$ cat config.mk
export PLATFORM = sky130hd
export DESIGN_NAME = rpa_fifo
export DESIGN_NICKNAME = d
export VERILOG_FILES = /design/src/sv/rpa_pkg.sv /design/src/sv/rpa_fifo.sv
export SDC_FILE = /design/constraint.sdc
export NUM_CORES = 1
export LEC_CHECK = 0
export BUFFER_PORTS_ARGS = -buffer_cell sky130_fd_sc_hd__buf_2
export CAP_MARGIN = 20
export CORE_AREA = 2 2 60 62
export DETAILED_ROUTE_END_ITERATION = 6
export DIE_AREA = 0 0 62 64
export PLACE_DENSITY = 0.46
export SLEW_MARGIN = 0
export SYNTH_ARGS = -nofsm -noshare
export SYNTH_HDL_FRONTEND = slang
export SYNTH_SLANG_ARGS = --single-unit
$ cat constraint.sdc
create_clock -name i_clk -period 3.2 [get_ports i_clk]
set_input_delay 0.64 -clock i_clk [delete_from_list [all_inputs] [get_ports i_clk]]
set_output_delay 0.64 -clock i_clk [all_outputs]
set_load 0.02 [all_outputs]
$ cat src/sv/rpa_pkg.sv
// Shared constants and codes for the refcounted page allocator.
package rpa_pkg;

    // Default geometry and register reset values
    localparam int unsigned        RPA_PAGE_COUNT = 32768;
    localparam int unsigned        RPA_PAGE_BYTES = 4096;
    localparam logic [47:0]        RPA_RAM_BASE   = 48'h0000_8000_0000;
    localparam logic [47:0]        RPA_START_RST  = 48'h0000_8000_0000;
    localparam logic [47:0]        RPA_END_RST    = 48'h0000_8800_0000;

    // Fixed sizes used by the allocation modes
    localparam logic [31:0]        SMALL_PAGE     = 32'd4096;
    localparam logic [4:0]         SMALL_LOG      = 5'd12;
    localparam logic [48:0]        START_ALIGN    = 49'd16;
    localparam logic [4:0]         ALIGN_LOG_MAX  = 5'd16;
    localparam logic [15:0]        COUNT_MAX      = 16'hFFFF;

    // Bump pointer after reset: start rounded up to START_ALIGN
    localparam logic [47:0]        RPA_BUMP_RST   =
        48'((49'(RPA_START_RST) + START_ALIGN - 49'd1) & ~(START_ALIGN - 49'd1));

    // Mode codes on the input port
    localparam logic [2:0] MODE_BYTES  = 3'd0;
    localparam logic [2:0] MODE_PAGE   = 3'd1;
    localparam logic [2:0] MODE_ADDREF = 3'd2;
    localparam logic [2:0] MODE_FREE   = 3'd3;
    localparam logic [2:0] MODE_QUERY  = 3'd4;

    // Operation codes carried from the front end to the back end
    localparam logic [2:0] OP_BYTES  = 3'd0;
    localparam logic [2:0] OP_PAGE   = 3'd1;
    localparam logic [2:0] OP_ADDREF = 3'd2;
    localparam logic [2:0] OP_FREE   = 3'd3;
    localparam logic [2:0] OP_QUERY  = 3'd4;
    localparam logic [2:0] OP_NOP    = 3'd5;

    // Configuration register indexes
    localparam logic REG_START = 1'b0;
    localparam logic REG_END   = 1'b1;

endpackage

$ cat src/sv/rpa_fifo.sv
// Two-entry job queue between the front end and the back end.
module rpa_fifo
    import rpa_pkg::*;
#(
    parameter int unsigned W = 8
) (
    input  logic         i_clk,
    input  logic         i_rst_n,
    input  logic         i_push,
    input  logic [W-1:0] i_data,
    output logic         o_full,
    input  logic         i_pop,
    output logic [W-1:0] o_data,
    output logic         o_empty
);

    logic [W-1:0] r_buf [2];
    logic         r_wp;
    logic         r_rp;
    logic [1:0]   r_cnt;
    logic         n_wp;
    logic         n_rp;
    logic [1:0]   n_cnt;

    assign o_full  = (r_cnt == 2'd2);
    assign o_empty = (r_cnt == 2'd0);
    assign o_data  = r_buf[r_rp];

    always_comb begin
        n_wp  = r_wp;
        n_rp  = r_rp;
        n_cnt = r_cnt;
        if (i_push && !o_full) begin
            n_wp = ~r_wp;
        end
        if (i_pop && !o_empty) begin
            n_rp = ~r_rp;
        end
        if ((i_push && !o_full) && !(i_pop && !o_empty)) begin
            n_cnt = r_cnt + 2'd1;
        end else if (!(i_push && !o_full) && (i_pop && !o_empty)) begin
            n_cnt = r_cnt - 2'd1;
        end
    end

    always_ff @(posedge i_clk) begin
        if (!i_rst_n) begin
            r_wp  <= 1'b0;
            r_rp  <= 1'b0;
            r_cnt <= 2'd0;
        end else begin
            r_wp  <= n_wp;
            r_rp  <= n_rp;
            r_cnt <= n_cnt;
        end
    end

    always_ff @(posedge i_clk) begin
        if (i_push && !o_full) begin
            r_buf[r_wp] <= i_data;
        end
    end

endmodule

# After elaboration in Yosys (flattened, before gate mapping)
# Memories as Yosys holds them, arrays and structs flattened. A register that Yosys moved wholly into a read port is not among the register bits.
# Index checks and enable logic that the tools add are counted.
# totals
input_bits,12
word_cells,25
reg_bits,4
n_memories,1
ramBits,16
output_inout_bits,10
latch_bits,0
mem_bits_ro,0
# mem_list
name,depth,width,rd,rd_ports_with_merged_regs,write_ports,line_no,rtl
r_buf,2,8,1,1,1,rpa_fifo.sv:17,logic [W-1:0] r_buf [2];
# classes
magnitude_cmp,0
shifts,0
n_mux,6
n_addsub,2
multipliers,0
div,0
eq_ne,1
bitwise_logic,2
reduce_logical,10
# ops
op,n
logical AND 1 bit,4
zero test 1 bit,4
2-to-1 mux 1 bit,4
2-to-1 mux 2 bit,2
"adder 2 x 1 -> 2 bit, second input constant",1
"== test 2 bit, second input constant",1
zero test 2 bit,1
inverter 1 bit,2
nonzero test 2 bit,1
"subtractor 2 x 1 -> 2 bit, second input constant",1

# Longest topological paths before layout
# depth
depth_word,7
depth_mapped,7
mapped_depth_nobuf,7

# Least setup slack after synthesis
# Ideal clock, no wire load.
# synth_path
path_kind,input to register
from,in i_pop
to,reg r_cnt[1]
n_path_buf,0
t_arrival_ns,1.569
t_required_ns,3.130
slack_ns,1.561
path_stages,4
cell_sequence,o21ai_0 > ha_1 > or3_1 > a21oi_1
# synth_via
elab_chain_len,4
word_cells_on_any_way,6
classes_between,mux (1); reduce/logical (5)
# synth_rtl
element,line_no,rtl
start: declaration,rpa_fifo.sv:12,"input logic i_pop,"
logical AND 1 bit *,"rpa_fifo.sv:39, rpa_fifo.sv:41",
zero test 1 bit,rpa_fifo.sv:39,if ((i_push && !o_full) && !(i_pop && !o_empty)) begin
logical AND 1 bit,rpa_fifo.sv:39,
2-to-1 mux 2 bit / nonzero test 2 bit (equally long branches),--,
end signal: assignment,rpa_fifo.sv:54,r_cnt <= n_cnt;
end: declaration,rpa_fifo.sv:20,logic [1:0] r_cnt;
# Mark *: on every way between the ends. The rest lies on a longest branch, timed or not.
# A chain may end at the register's enable or synchronous reset.

==> results.yml <==
clock_tree:
  numClockSinks: 21
  clkLatencyLatePin_ns: 0.30
  h-tree-depth: 1
  clockBufferDepth: 2
  ctsRootBufferMaster: "clkbuf_4"
  clkTransAtPathRegs_ns: 0.11
  cts_inserted_buffers: 3
  cts_resized: 0
  postCtsSetupBuffers: 0
  hold_buffers: 0
  cts_tree: "built"
setup_path:
  end_kind: "output pin"
  r2r-start: "r_cnt[0]"
  path_class: "reg2out"
  cpMaxStageDelayCell: "dfxtp_1"
  r2r_end: "r_cnt[1]"
  r2r_setup_slack_ns: 1.60
  ff2ff_path_depth: 6
  required_ns: 2.56
  critical-path-max-stage-delay_ns: 0.57
  crit_fanout: 8
  worstPathArrival_ns: 1.41
  crit_chain: "mux2_2, buf_2"
  start_kind: "flop"
run_status:
  outcome: "finished, final reports clean"
logic_synthesis:
  synth-seq-area-share_pct: 72.3
  synthTopCellsByArea: "edfxtp_1 (60%), dfxtp_1 (12%), mux2_2 (11%), xor2_1 (3.3%), nor2_1 (2.3%)"
  synth_top_area_share_pct: 59.8
  syn_inst: 51
  syn_area_per_cell_um2: 15.8
  synth_nets: 64
  synth-seq-cells: 21
  ys_warn_count: 0
  yosysTopAreaCell: "edfxtp_1"
  syn_area_um2: 803
  synth_cell_type_count: 16
min_path:
  holdPathEnd: "r_buf[0][1]"
  hold_depth: 1
  hp-start: "i_data[1]"
  min_path_type: "in2reg"
global_route:
  grt.overflow.total: 0
  grt_start_max_net_pins: 13
  antenna_found_initial: 0
  grt_pass1_vias: 435
  grt_pass1_wl_mm: 1.84
  grt.total_usage_pct: 6.69
timing:
  fin_crit_ns: 2.05
  hold_viol_final: 0
  fmax_mhz: 488
  finalCritPeriodShare_pct: 64.1
  rsz0062_at_grt: "false"
  timing.setup.tns_ns: 0
  finClkSkew_ns: 0.00182
  tightest_slew_ns: 0.719
  setup_ws_ns: 1.15
  drv_slew: 0
  slew_headroom_pct: 51.8
  setup_viol: 0
layout:
  mostFrequentLayoutCell: "buf_2"
  drive_above_1_share_pct: 45.3
  nFillCells: 334
  areaGrowthSynthToFinish_pct: 23.1
  diodes: 0
  layout_common_cells: "buf_2 (21), edfxtp_1 (16), mux2_2 (8)"
  fin_area_um2: 988
  nets: 89
flow_run:
  maxCapViolCount: 0
die:
  die_y_um: 64
  dieArea_um2: 3970
  io-pin-count: 22
  start_util_pct: 24.5
  core_area_um2: 3280
  num_rows: 21
  die_x_um: 62
detailed_routing:
  via_count: 471
  drt_pass1_iterations: 4
  ant_nets: 0
  routed_wirelength_mm: 1.31
  drt-wirelength-per-cell_um: 10.8
  drtIter0Drc: 10
  drc: 0
  vias_per_cell: 3.89
placement:
  gp_congestion: 0.682
  hpwlAfterDp_um: 987
  place_ws_ns: 1.40
  placed_area_um2: 961
  portBuffers: 21
power:
  irDropWorstVdd_uv: 420
  power_leakage_nw: 0.391
  pwr_density_cell_nw_per_um2: 768
-- worst max path at each step --
stage,startpoint,end,slack [ns],cells after the start
after floorplan,i_pop,r_cnt[1],1.56,4
after global routing,flop,o_data[0],1.07,2
after global placement,i_push,r_buf[0][5],1.42,3
final,flop,o_data[7],1.15,2
after CTS,flop,o_data[0],1.11,2
after detailed placement,i_push,r_buf[0][5],1.40,3
-- routing by layer --
| metal | global-route usage (%) | wire [µm] | vias to the layer above |
|---|---|---|---|
| met1 | 7.54 | 544 | 215 |
| met4 | 2.39 | 12 | 0 |
| met5 | 0 | 0 | - |
| met3 | 4.05 | 131 | 2 |
| met2 | 10.2 | 621 | 20 |
| li1 | - | - | 234 |
-- kinds of logic after synthesis --
group           count (synthesis)  share of synthesized area [%]
fa+ha+maj                       1                           1.56
compound gates                  5                           3.74
mux                             8                           11.2
xor+xnor                        3                           3.27
simple gates                    9                           5.92
flops                          21                           72.3
buf+inv                         4                           2.02
-- flip-flops by register name, indices dropped and copies added (netlist names), named ones only --
signal / flops
r_buf: 16
r_wp: 1
r_cnt: 2
r_rp: 1
-- per-stage QoR --
stage	hold WS, ns	cells	util (%)	total power [mW]
final	0.523	121	30.1	0.759
after global routing	0.511	121	30.1	0.803
after CTS	0.515	121	30.1	0.773
after detailed placement	0.488	117	29.3	0.648
after global placement	0.503	117	29.3	0.645
after floorplan	0.472	51	-	0.571
-- power breakdown --
group / internal, mW / switching, mW / leakage, nW
clock network: 0.0466 / 0.0777 / 0.0177
logic: 0.107 / 0.143 / 0.183
registers: 0.348 / 0.0362 / 0.191
total: 0.502 / 0.257 / 0.391
-- synth_stat cells (all sizes together) --
cell / instances
and3: 1
inv: 3
ha: 1
nand2b: 1
xor2: 3
a21oi: 1
nor3: 1
o21a: 1
nor2: 5
buf: 1
a21boi: 1
edfxtp: 16
or3: 1
o21ai: 2
mux2: 8
dfxtp: 5
-- area by class of cell --
class / instances / area (µm²) / area share, %
sequential: 21 / 581 / 58.7
multi-input combinational: 26 / 206 / 20.9
timing repair buffer: 21 / 105 / 10.6
tap: 46 / 57.6 / 5.82
clock buffer: 3 / 22.5 / 2.28
inverter: 3 / 11.3 / 1.14
clock inverter: 1 / 5.00 / 0.506
-- critical path, delay by kind of cell (launching register included) --
family                 cells  cell delay, ns
flip-flops                 1            0.57
buffers and inverters      1            0.16
multiplexers               1            0.38
No activity file was read; power rests on OpenSTA's default activity.
