[src/sv/rpa_pkg.sv]
// Shared constants and codes for the refcounted page allocator.
package rpa_pkg;

    // Default geometry and register reset values
    localparam int unsigned        RPA_PAGE_COUNT = 32768;
    localparam int unsigned        RPA_PAGE_BYTES = 4096;
    localparam logic [47:0]        RPA_RAM_BASE   = 48'h0000_8000_0000;
    localparam logic [47:0]        RPA_START_RST  = 48'h0000_8000_0000;
    localparam logic [47:0]        RPA_END_RST    = 48'h0000_8800_0000;

    // Fixed sizes used by the allocation modes
    localparam logic [31:0]        SMALL_PAGE     = 32'd4096;
    localparam logic [4:0]         SMALL_LOG      = 5'd12;
    localparam logic [48:0]        START_ALIGN    = 49'd16;
    localparam logic [4:0]         ALIGN_LOG_MAX  = 5'd16;
    localparam logic [15:0]        COUNT_MAX      = 16'hFFFF;

    // Bump pointer after reset: start rounded up to START_ALIGN
    localparam logic [47:0]        RPA_BUMP_RST   =
        48'((49'(RPA_START_RST) + START_ALIGN - 49'd1) & ~(START_ALIGN - 49'd1));

    // Mode codes on the input port
    localparam logic [2:0] MODE_BYTES  = 3'd0;
    localparam logic [2:0] MODE_PAGE   = 3'd1;
    localparam logic [2:0] MODE_ADDREF = 3'd2;
    localparam logic [2:0] MODE_FREE   = 3'd3;
    localparam logic [2:0] MODE_QUERY  = 3'd4;

    // Operation codes carried from the front end to the back end
    localparam logic [2:0] OP_BYTES  = 3'd0;
    localparam logic [2:0] OP_PAGE   = 3'd1;
    localparam logic [2:0] OP_ADDREF = 3'd2;
    localparam logic [2:0] OP_FREE   = 3'd3;
    localparam logic [2:0] OP_QUERY  = 3'd4;
    localparam logic [2:0] OP_NOP    = 3'd5;

    // Configuration register indexes
    localparam logic REG_START = 1'b0;
    localparam logic REG_END   = 1'b1;

endpackage

[src/sv/rpa_front.sv]
// Front end: accept a command word, decode the mode and check the page address.
module rpa_front
    import rpa_pkg::*;
#(
    parameter int unsigned PAGE_COUNT = RPA_PAGE_COUNT,
    parameter int unsigned PAGE_BYTES = RPA_PAGE_BYTES,
    parameter logic [47:0] RAM_BASE   = RPA_RAM_BASE,
    parameter int unsigned JOB_W      = 8
) (
    input  logic             i_clk,
    input  logic             i_rst_n,
    input  logic             i_take,
    input  logic [2:0]       i_mode,
    input  logic [47:0]      i_page_address,
    input  logic [31:0]      i_byte_count,
    input  logic [4:0]       i_align_log2,
    output logic             o_stall,
    output logic             o_held,
    output logic             o_push,
    output logic [JOB_W-1:0] o_job,
    input  logic             i_full
);

    localparam int unsigned SW  = $clog2(PAGE_COUNT);
    localparam int unsigned LOG = $clog2(PAGE_BYTES);
    localparam logic [63:0] LIM   = 64'(RAM_BASE) + 64'(PAGE_COUNT) * 64'(PAGE_BYTES);
    localparam logic [63:0] CEILQ = (64'(RAM_BASE) + 64'(PAGE_BYTES) - 64'd1) >> LOG;

    typedef struct packed {
        logic [2:0]    op;
        logic          page_ok;
        logic [SW-1:0] slot;
        logic [31:0]   bytes;
        logic [4:0]    lg;
    } t_job;

    t_job        r_job;
    logic        r_vld;
    t_job        n_job;
    logic        n_vld;
    logic        w_slot_ok;
    logic [47:0] w_pidx;

    assign w_pidx    = i_page_address >> LOG;
    assign w_slot_ok = (i_page_address[LOG-1:0] == '0) && (i_page_address >= RAM_BASE)
                       && (64'(i_page_address) < LIM);

    assign o_stall = r_vld && i_full;
    assign o_held  = r_vld;
    assign o_push  = r_vld && !i_full;
    assign o_job   = JOB_W'(r_job);

    always_comb begin
        n_job.slot  = SW'(w_pidx - CEILQ[47:0]);
        n_job.bytes = i_byte_count;
        n_job.lg    = (i_align_log2 > ALIGN_LOG_MAX) ? ALIGN_LOG_MAX : i_align_log2;
        n_job.page_ok = 1'b0;
        unique case (i_mode)
            MODE_BYTES:  n_job.op = OP_BYTES;
            MODE_PAGE:   n_job.op = OP_PAGE;
            MODE_ADDREF: begin
                n_job.op      = OP_ADDREF;
                n_job.page_ok = w_slot_ok;
            end
            MODE_FREE: begin
                n_job.op      = OP_FREE;
                n_job.page_ok = w_slot_ok && (i_page_address != 48'd0);
            end
            MODE_QUERY: begin
                n_job.op      = OP_QUERY;
                n_job.page_ok = w_slot_ok;
            end
            default:     n_job.op = OP_NOP;
        endcase
        n_vld = r_vld;
        if (i_take) begin
            n_vld = 1'b1;
        end else if (o_push) begin
            n_vld = 1'b0;
        end
    end

    always_ff @(posedge i_clk) begin
        if (!i_rst_n) begin
            r_vld <= 1'b0;
        end else begin
            r_vld <= n_vld;
        end
    end

    always_ff @(posedge i_clk) begin
        if (i_take) begin
            r_job <= n_job;
        end
    end

endmodule

[config.mk]
export PLATFORM = sky130hd
export DESIGN_NAME = rpa_front
export DESIGN_NICKNAME = d
export VERILOG_FILES = /design/src/sv/rpa_pkg.sv /design/src/sv/rpa_front.sv
export SDC_FILE = /design/constraint.sdc
export NUM_CORES = 1
export LEC_CHECK = 0
export BUFFER_PORTS_ARGS = -buffer_cell sky130_fd_sc_hd__buf_2
export CAP_MARGIN = 30
export CORE_MARGIN = 2
export CORE_UTILIZATION = 17
export DETAILED_ROUTE_END_ITERATION = 10
export MAX_ROUTING_LAYER = met4
export PLACE_DENSITY = 0.87
export REMOVE_ABC_BUFFERS = 1
export SETUP_SLACK_MARGIN = 0.4
export SYNTH_ARGS = -nofsm -noshare
export SYNTH_HDL_FRONTEND = slang
export SYNTH_SLANG_ARGS = --single-unit
[constraint.sdc]
create_clock -name i_clk -period 0.9 [get_ports i_clk]
set_clock_uncertainty 0.05 [all_clocks]
set_input_delay 0.045 -clock i_clk [delete_from_list [all_inputs] [get_ports i_clk]]
set_output_delay 0.045 -clock i_clk [all_outputs]
set_load 0.05 [all_outputs]
## After elaboration in Yosys (flattened, before gate mapping)

Cells that the tools add are included.
Widths: inputs -> output; s select.

| storage, ports and cells | value |
|---|---|
| register bits after elaboration | 9 |
| word-level logic and storage cells | 10 |

| cells by class | value |
|---|---|
| reduce and logical (&&, ||, !) cells | 4 |
| multiplexer cells | 2 |
| $lt $le $gt $ge | 1 |

Operators by type and width:

| operator | number |
|---|---|
| $gt 5x5->1 const B | 1 |
| $logic_and 1x1->1 | 2 |
| $mux 1 | 2 |
| $reduce_bool 2->1 | 1 |
| $logic_not 1->1 | 1 |

## Longest topological paths before layout

| depth | value |
|---|---|
| depth in word-level cells | 4 |
| mapped depth | 2 |
| mapped depth without buffers | 2 |

## Worst setup path before layout

Ideal clock, no wire load.

| path | value |
|---|---|
| kind | flip-flop to flip-flop |
| from | register r_vld (netlist: o_held) |
| to | register r_vld (netlist: o_held) |
| cell stages (with the launch flop) | 3 |
| data required time | 0.792 ns |
| buffers on the path | 0 |
| arrival | 1.080 ns |
| library setup time | 0.058 ns |
| setup slack | -0.287 ns |
| cell sequence | dfxtp_1 > and2_4 > o21a_1 |

| between the ends | value |
|---|---|
| word-level cells in the longest chain between the ends | 2 |

RTL lines:

| what | RTL line | RTL |
|---|---|---|
| start, declared | rpa_front.sv:38 | `logic r_vld;` |
| start signal, assigned | rpa_front.sv:87 | `r_vld <= n_vld;` |
| $logic_and 1x1->1 | rpa_front.sv:50 | `assign o_push = r_vld && !i_full;` |
| $reduce_bool 2->1 (no source line) | -- |  |

Every way passes these cells.
A chain may end at the register's enable or synchronous reset.

## Final worst setup path

| path | value |
|---|---|
| from | register r_vld (netlist: o_held) |
| to | output o_push |

| between the ends | value |
|---|---|
| word-level cells in the longest chain between the ends | 1 |

RTL lines:

| what | RTL line | RTL |
|---|---|---|
| $logic_and 1x1->1 | rpa_front.sv:50 |  |
| end, declared | rpa_front.sv:19 | `output logic o_push,` |

Every way passes these cells.

==> results.sh <==
export IMPL_syn_inst=17
export IMPL_max_clock_freq_ghz=0.981
export IMPL_crit_family="flip-flops"
export IMPL_p_clk_share_pct=28.1
export IMPL_tightest_slew_ns=0.198
export IMPL_postSynthAreaPerCell_um2=18.5
export IMPL_htree_levels=1
export IMPL_root_buffer="clkbuf_4"
export IMPL_drt_iter0_markers=0
export IMPL_power_per_cell_area_nw_per_um2=1910
export IMPL_die_height_um=47.0
export IMPL_finalCritPeriodShare_pct=113
export IMPL_combPwrFrac_pct=24.7
export IMPL_holdPathStages=1
export IMPL_peakVddDrop_mv=0.730
export IMPL_drt_wl_total_um=717
export IMPL_vias=229
export IMPL_reg2reg_depth=2
export IMPL_drt_pass1_iter_count=1
export IMPL_min_path_type="input pin to register"
export IMPL_syn_to_final_growth_pct=79.3
export IMPL_core_um2=1730
export IMPL_violations="hold timing, setup timing"
export IMPL_cp_num_cells=2
export IMPL_cts_buffers=3
export IMPL_port_buffers=22
export IMPL_grtUsageTotal_pct=7.99
export IMPL_grt_max_degree=10
export IMPL_grt_antenna_before_repair=0
export IMPL_synthTopCellsByArea="edfxtp_1, nor2b_1, dfxtp_1"
export IMPL_clk_pin_slew_ns=0.06
export IMPL_max_slew_margin_rel_pct=86.8
export IMPL_period_needed_ns=1.02
export IMPL_synth_top_cell_area_share_pct=76.5
export IMPL_clockBufferDepth=2
export IMPL_die_area_um2=2210
export IMPL_syn_cell_area_um2=314
export IMPL_fin_util_pct=32.6
export IMPL_synth_xor_area_share_pct=0
export IMPL_p_seq_share_pct=47.2
export IMPL_drive_gt1_share_pct=67.4
export IMPL_slew_violations=0
export IMPL_cp_buffers_inverters=1
export IMPL_first_global_vias=254
export IMPL_worst_ep_arrival_time_ns=0.92
export IMPL_seq_area_frac_synth_pct=82.9
export IMPL_start_kind="register"
export IMPL_ioPinCount=103
export IMPL_ys_ff_latch=9
export IMPL_num_nets_final=136
export IMPL_hold_worst_slack_ns=-0.0855
export IMPL_cts_tree="yes"
export IMPL_finalHoldViolations=5
export IMPL_rows=15
export IMPL_status="finished, violations left"
export IMPL_critPathMaxFanout=3
export IMPL_globalplace_congestion=0.672
export IMPL_fin_ws_ns=-0.120
export IMPL_grt_pass1_wl_um=1110
export IMPL_yosysTopAreaCell="edfxtp_1"
export IMPL_cp_end_kind="primary output"
export IMPL_p_int_mw=0.762
export IMPL_synth_compound_area_share_pct=2.39
export IMPL_setup_viol=5
export IMPL_synth_warnings=0
export IMPL_grt_overflow=0
export IMPL_required_ns=0.81
export IMPL_drc=0
export IMPL_clk_latency_ns=0.25
export IMPL_leakage_nw=0.240
export IMPL_max_stage_delay_ns=0.33
export IMPL_rsz0062_at_grt="true"
export IMPL_synth_top_family_by_area="simple AND/OR/NAND/NOR gates"
export IMPL_crit_type="register to primary output"
export IMPL_vias_per_cell=3.37
export IMPL_ant_nets=0
export IMPL_diodes=0
export IMPL_synth_simple_area_share_pct=13.5
export IMPL_synth_adder_area_share_pct=0
export IMPL_swShare_pct=29.0
export IMPL_max_cap_viol_count=0
export IMPL_die_x_um=47.0
export IMPL_cts_sinks=9
export IMPL_crit_chain="and2b_2, buf_6"
export IMPL_power_switching_mw=0.312
export IMPL_start_util_pct=18.2
export IMPL_synth_distinct_cells=7
export IMPL_cp_slowest_cell="dfxtp_2"
export IMPL_wl_per_cell_um=10.5
export IMPL_synthMuxAreaShare_pct=0
==> final timing paths <==
kind | startpoint | to | slack, ns
worst max-delay path | o_held | o_push | -0.12
worst min-delay path | i_byte_count[1] | o_job[6] | -0.09
worst max register to register | o_held | o_held | 0.12
worst min register to register | o_held | o_held | 0.57
==> cell usage after synthesis (all sizes together) <==
| cell type | instances |
|---|---|
| o21a | 1 |
| and2 | 1 |
| edfxtp | 8 |
| clkbuf | 1 |
| nor2b | 4 |
| and2b | 1 |
| dfxtp | 1 |
==> placed cells by master (no fill, tap or decap) <==
cell      instances
edfxtp_1          8
o21a_1            1
dfxtp_2           1
and2_4            1
buf_4             1
nor2b_1           4
buf_8             2
clkbuf_1          1
buf_6             9
and2b_2           1
buf_2            11
clkbuf_4          3
==> stage by stage <==
stage	total power, mW	cells	TNS (ns)	setup WS (ns)	instance area (µm²)
3_3_place_gp	0.716	63	0	0.101	452
5_1_grt	1.13	68	-0.593	-0.158	563
4_1_cts	1.08	68	-0.282	-0.115	563
2_1_floorplan	0.652	16	-0.646	-0.287	310
6_report	1.07	68	-0.276	-0.120	563
3_5_place_dp	0.719	63	0	0.0847	452
==> logic make-up (layout without fill, tap and decap cells) <==
family / Yosys count / after routing
flops: 9 / 9
simple gates: 6 / 6
compound gates: 1 / 1
buf+inv: 1 / 27
==> area by class of cell <==
cell class / instances / area [µm²]
Fill cell: 198 / 1160
Sequential cell: 9 / 262
Timing Repair Buffer: 23 / 194
Multi-Input combinational cell: 7 / 50.0
Tap cell: 25 / 31.3
Clock buffer: 4 / 26.3
==> per-layer routing <==
layer	wire [µm]	vias to the layer above	track usage [%]
met3	92	0	6.54
met5	0	-	-
met4	0	0	3.33
li1	-	111	-
met2	371	9	10.7
met1	254	109	8.53
==> flip-flops by register name, indices dropped and copies added (netlist names) <==
signal / count
o_job: 8
o_held: 1
==> timing repair <==
item	4_1_cts	5_1_grt
gates resized for setup	25	0
buffers inserted	1	0
endpoints found under the setup margin	12	12
pin swaps	1	1
hold endpoints to repair	5	5
==> power groups by stage <==
stage	Clock, mW	Combinational [mW]	Sequential (mW)
floorplan	0	0.0295	0.622
CTS	0.305	0.265	0.507
finish	0.302	0.265	0.507
detailed placement	0	0.211	0.508
global placement	0	0.211	0.505
global route	0.340	0.276	0.509
(Power assumes the default switching activity.)
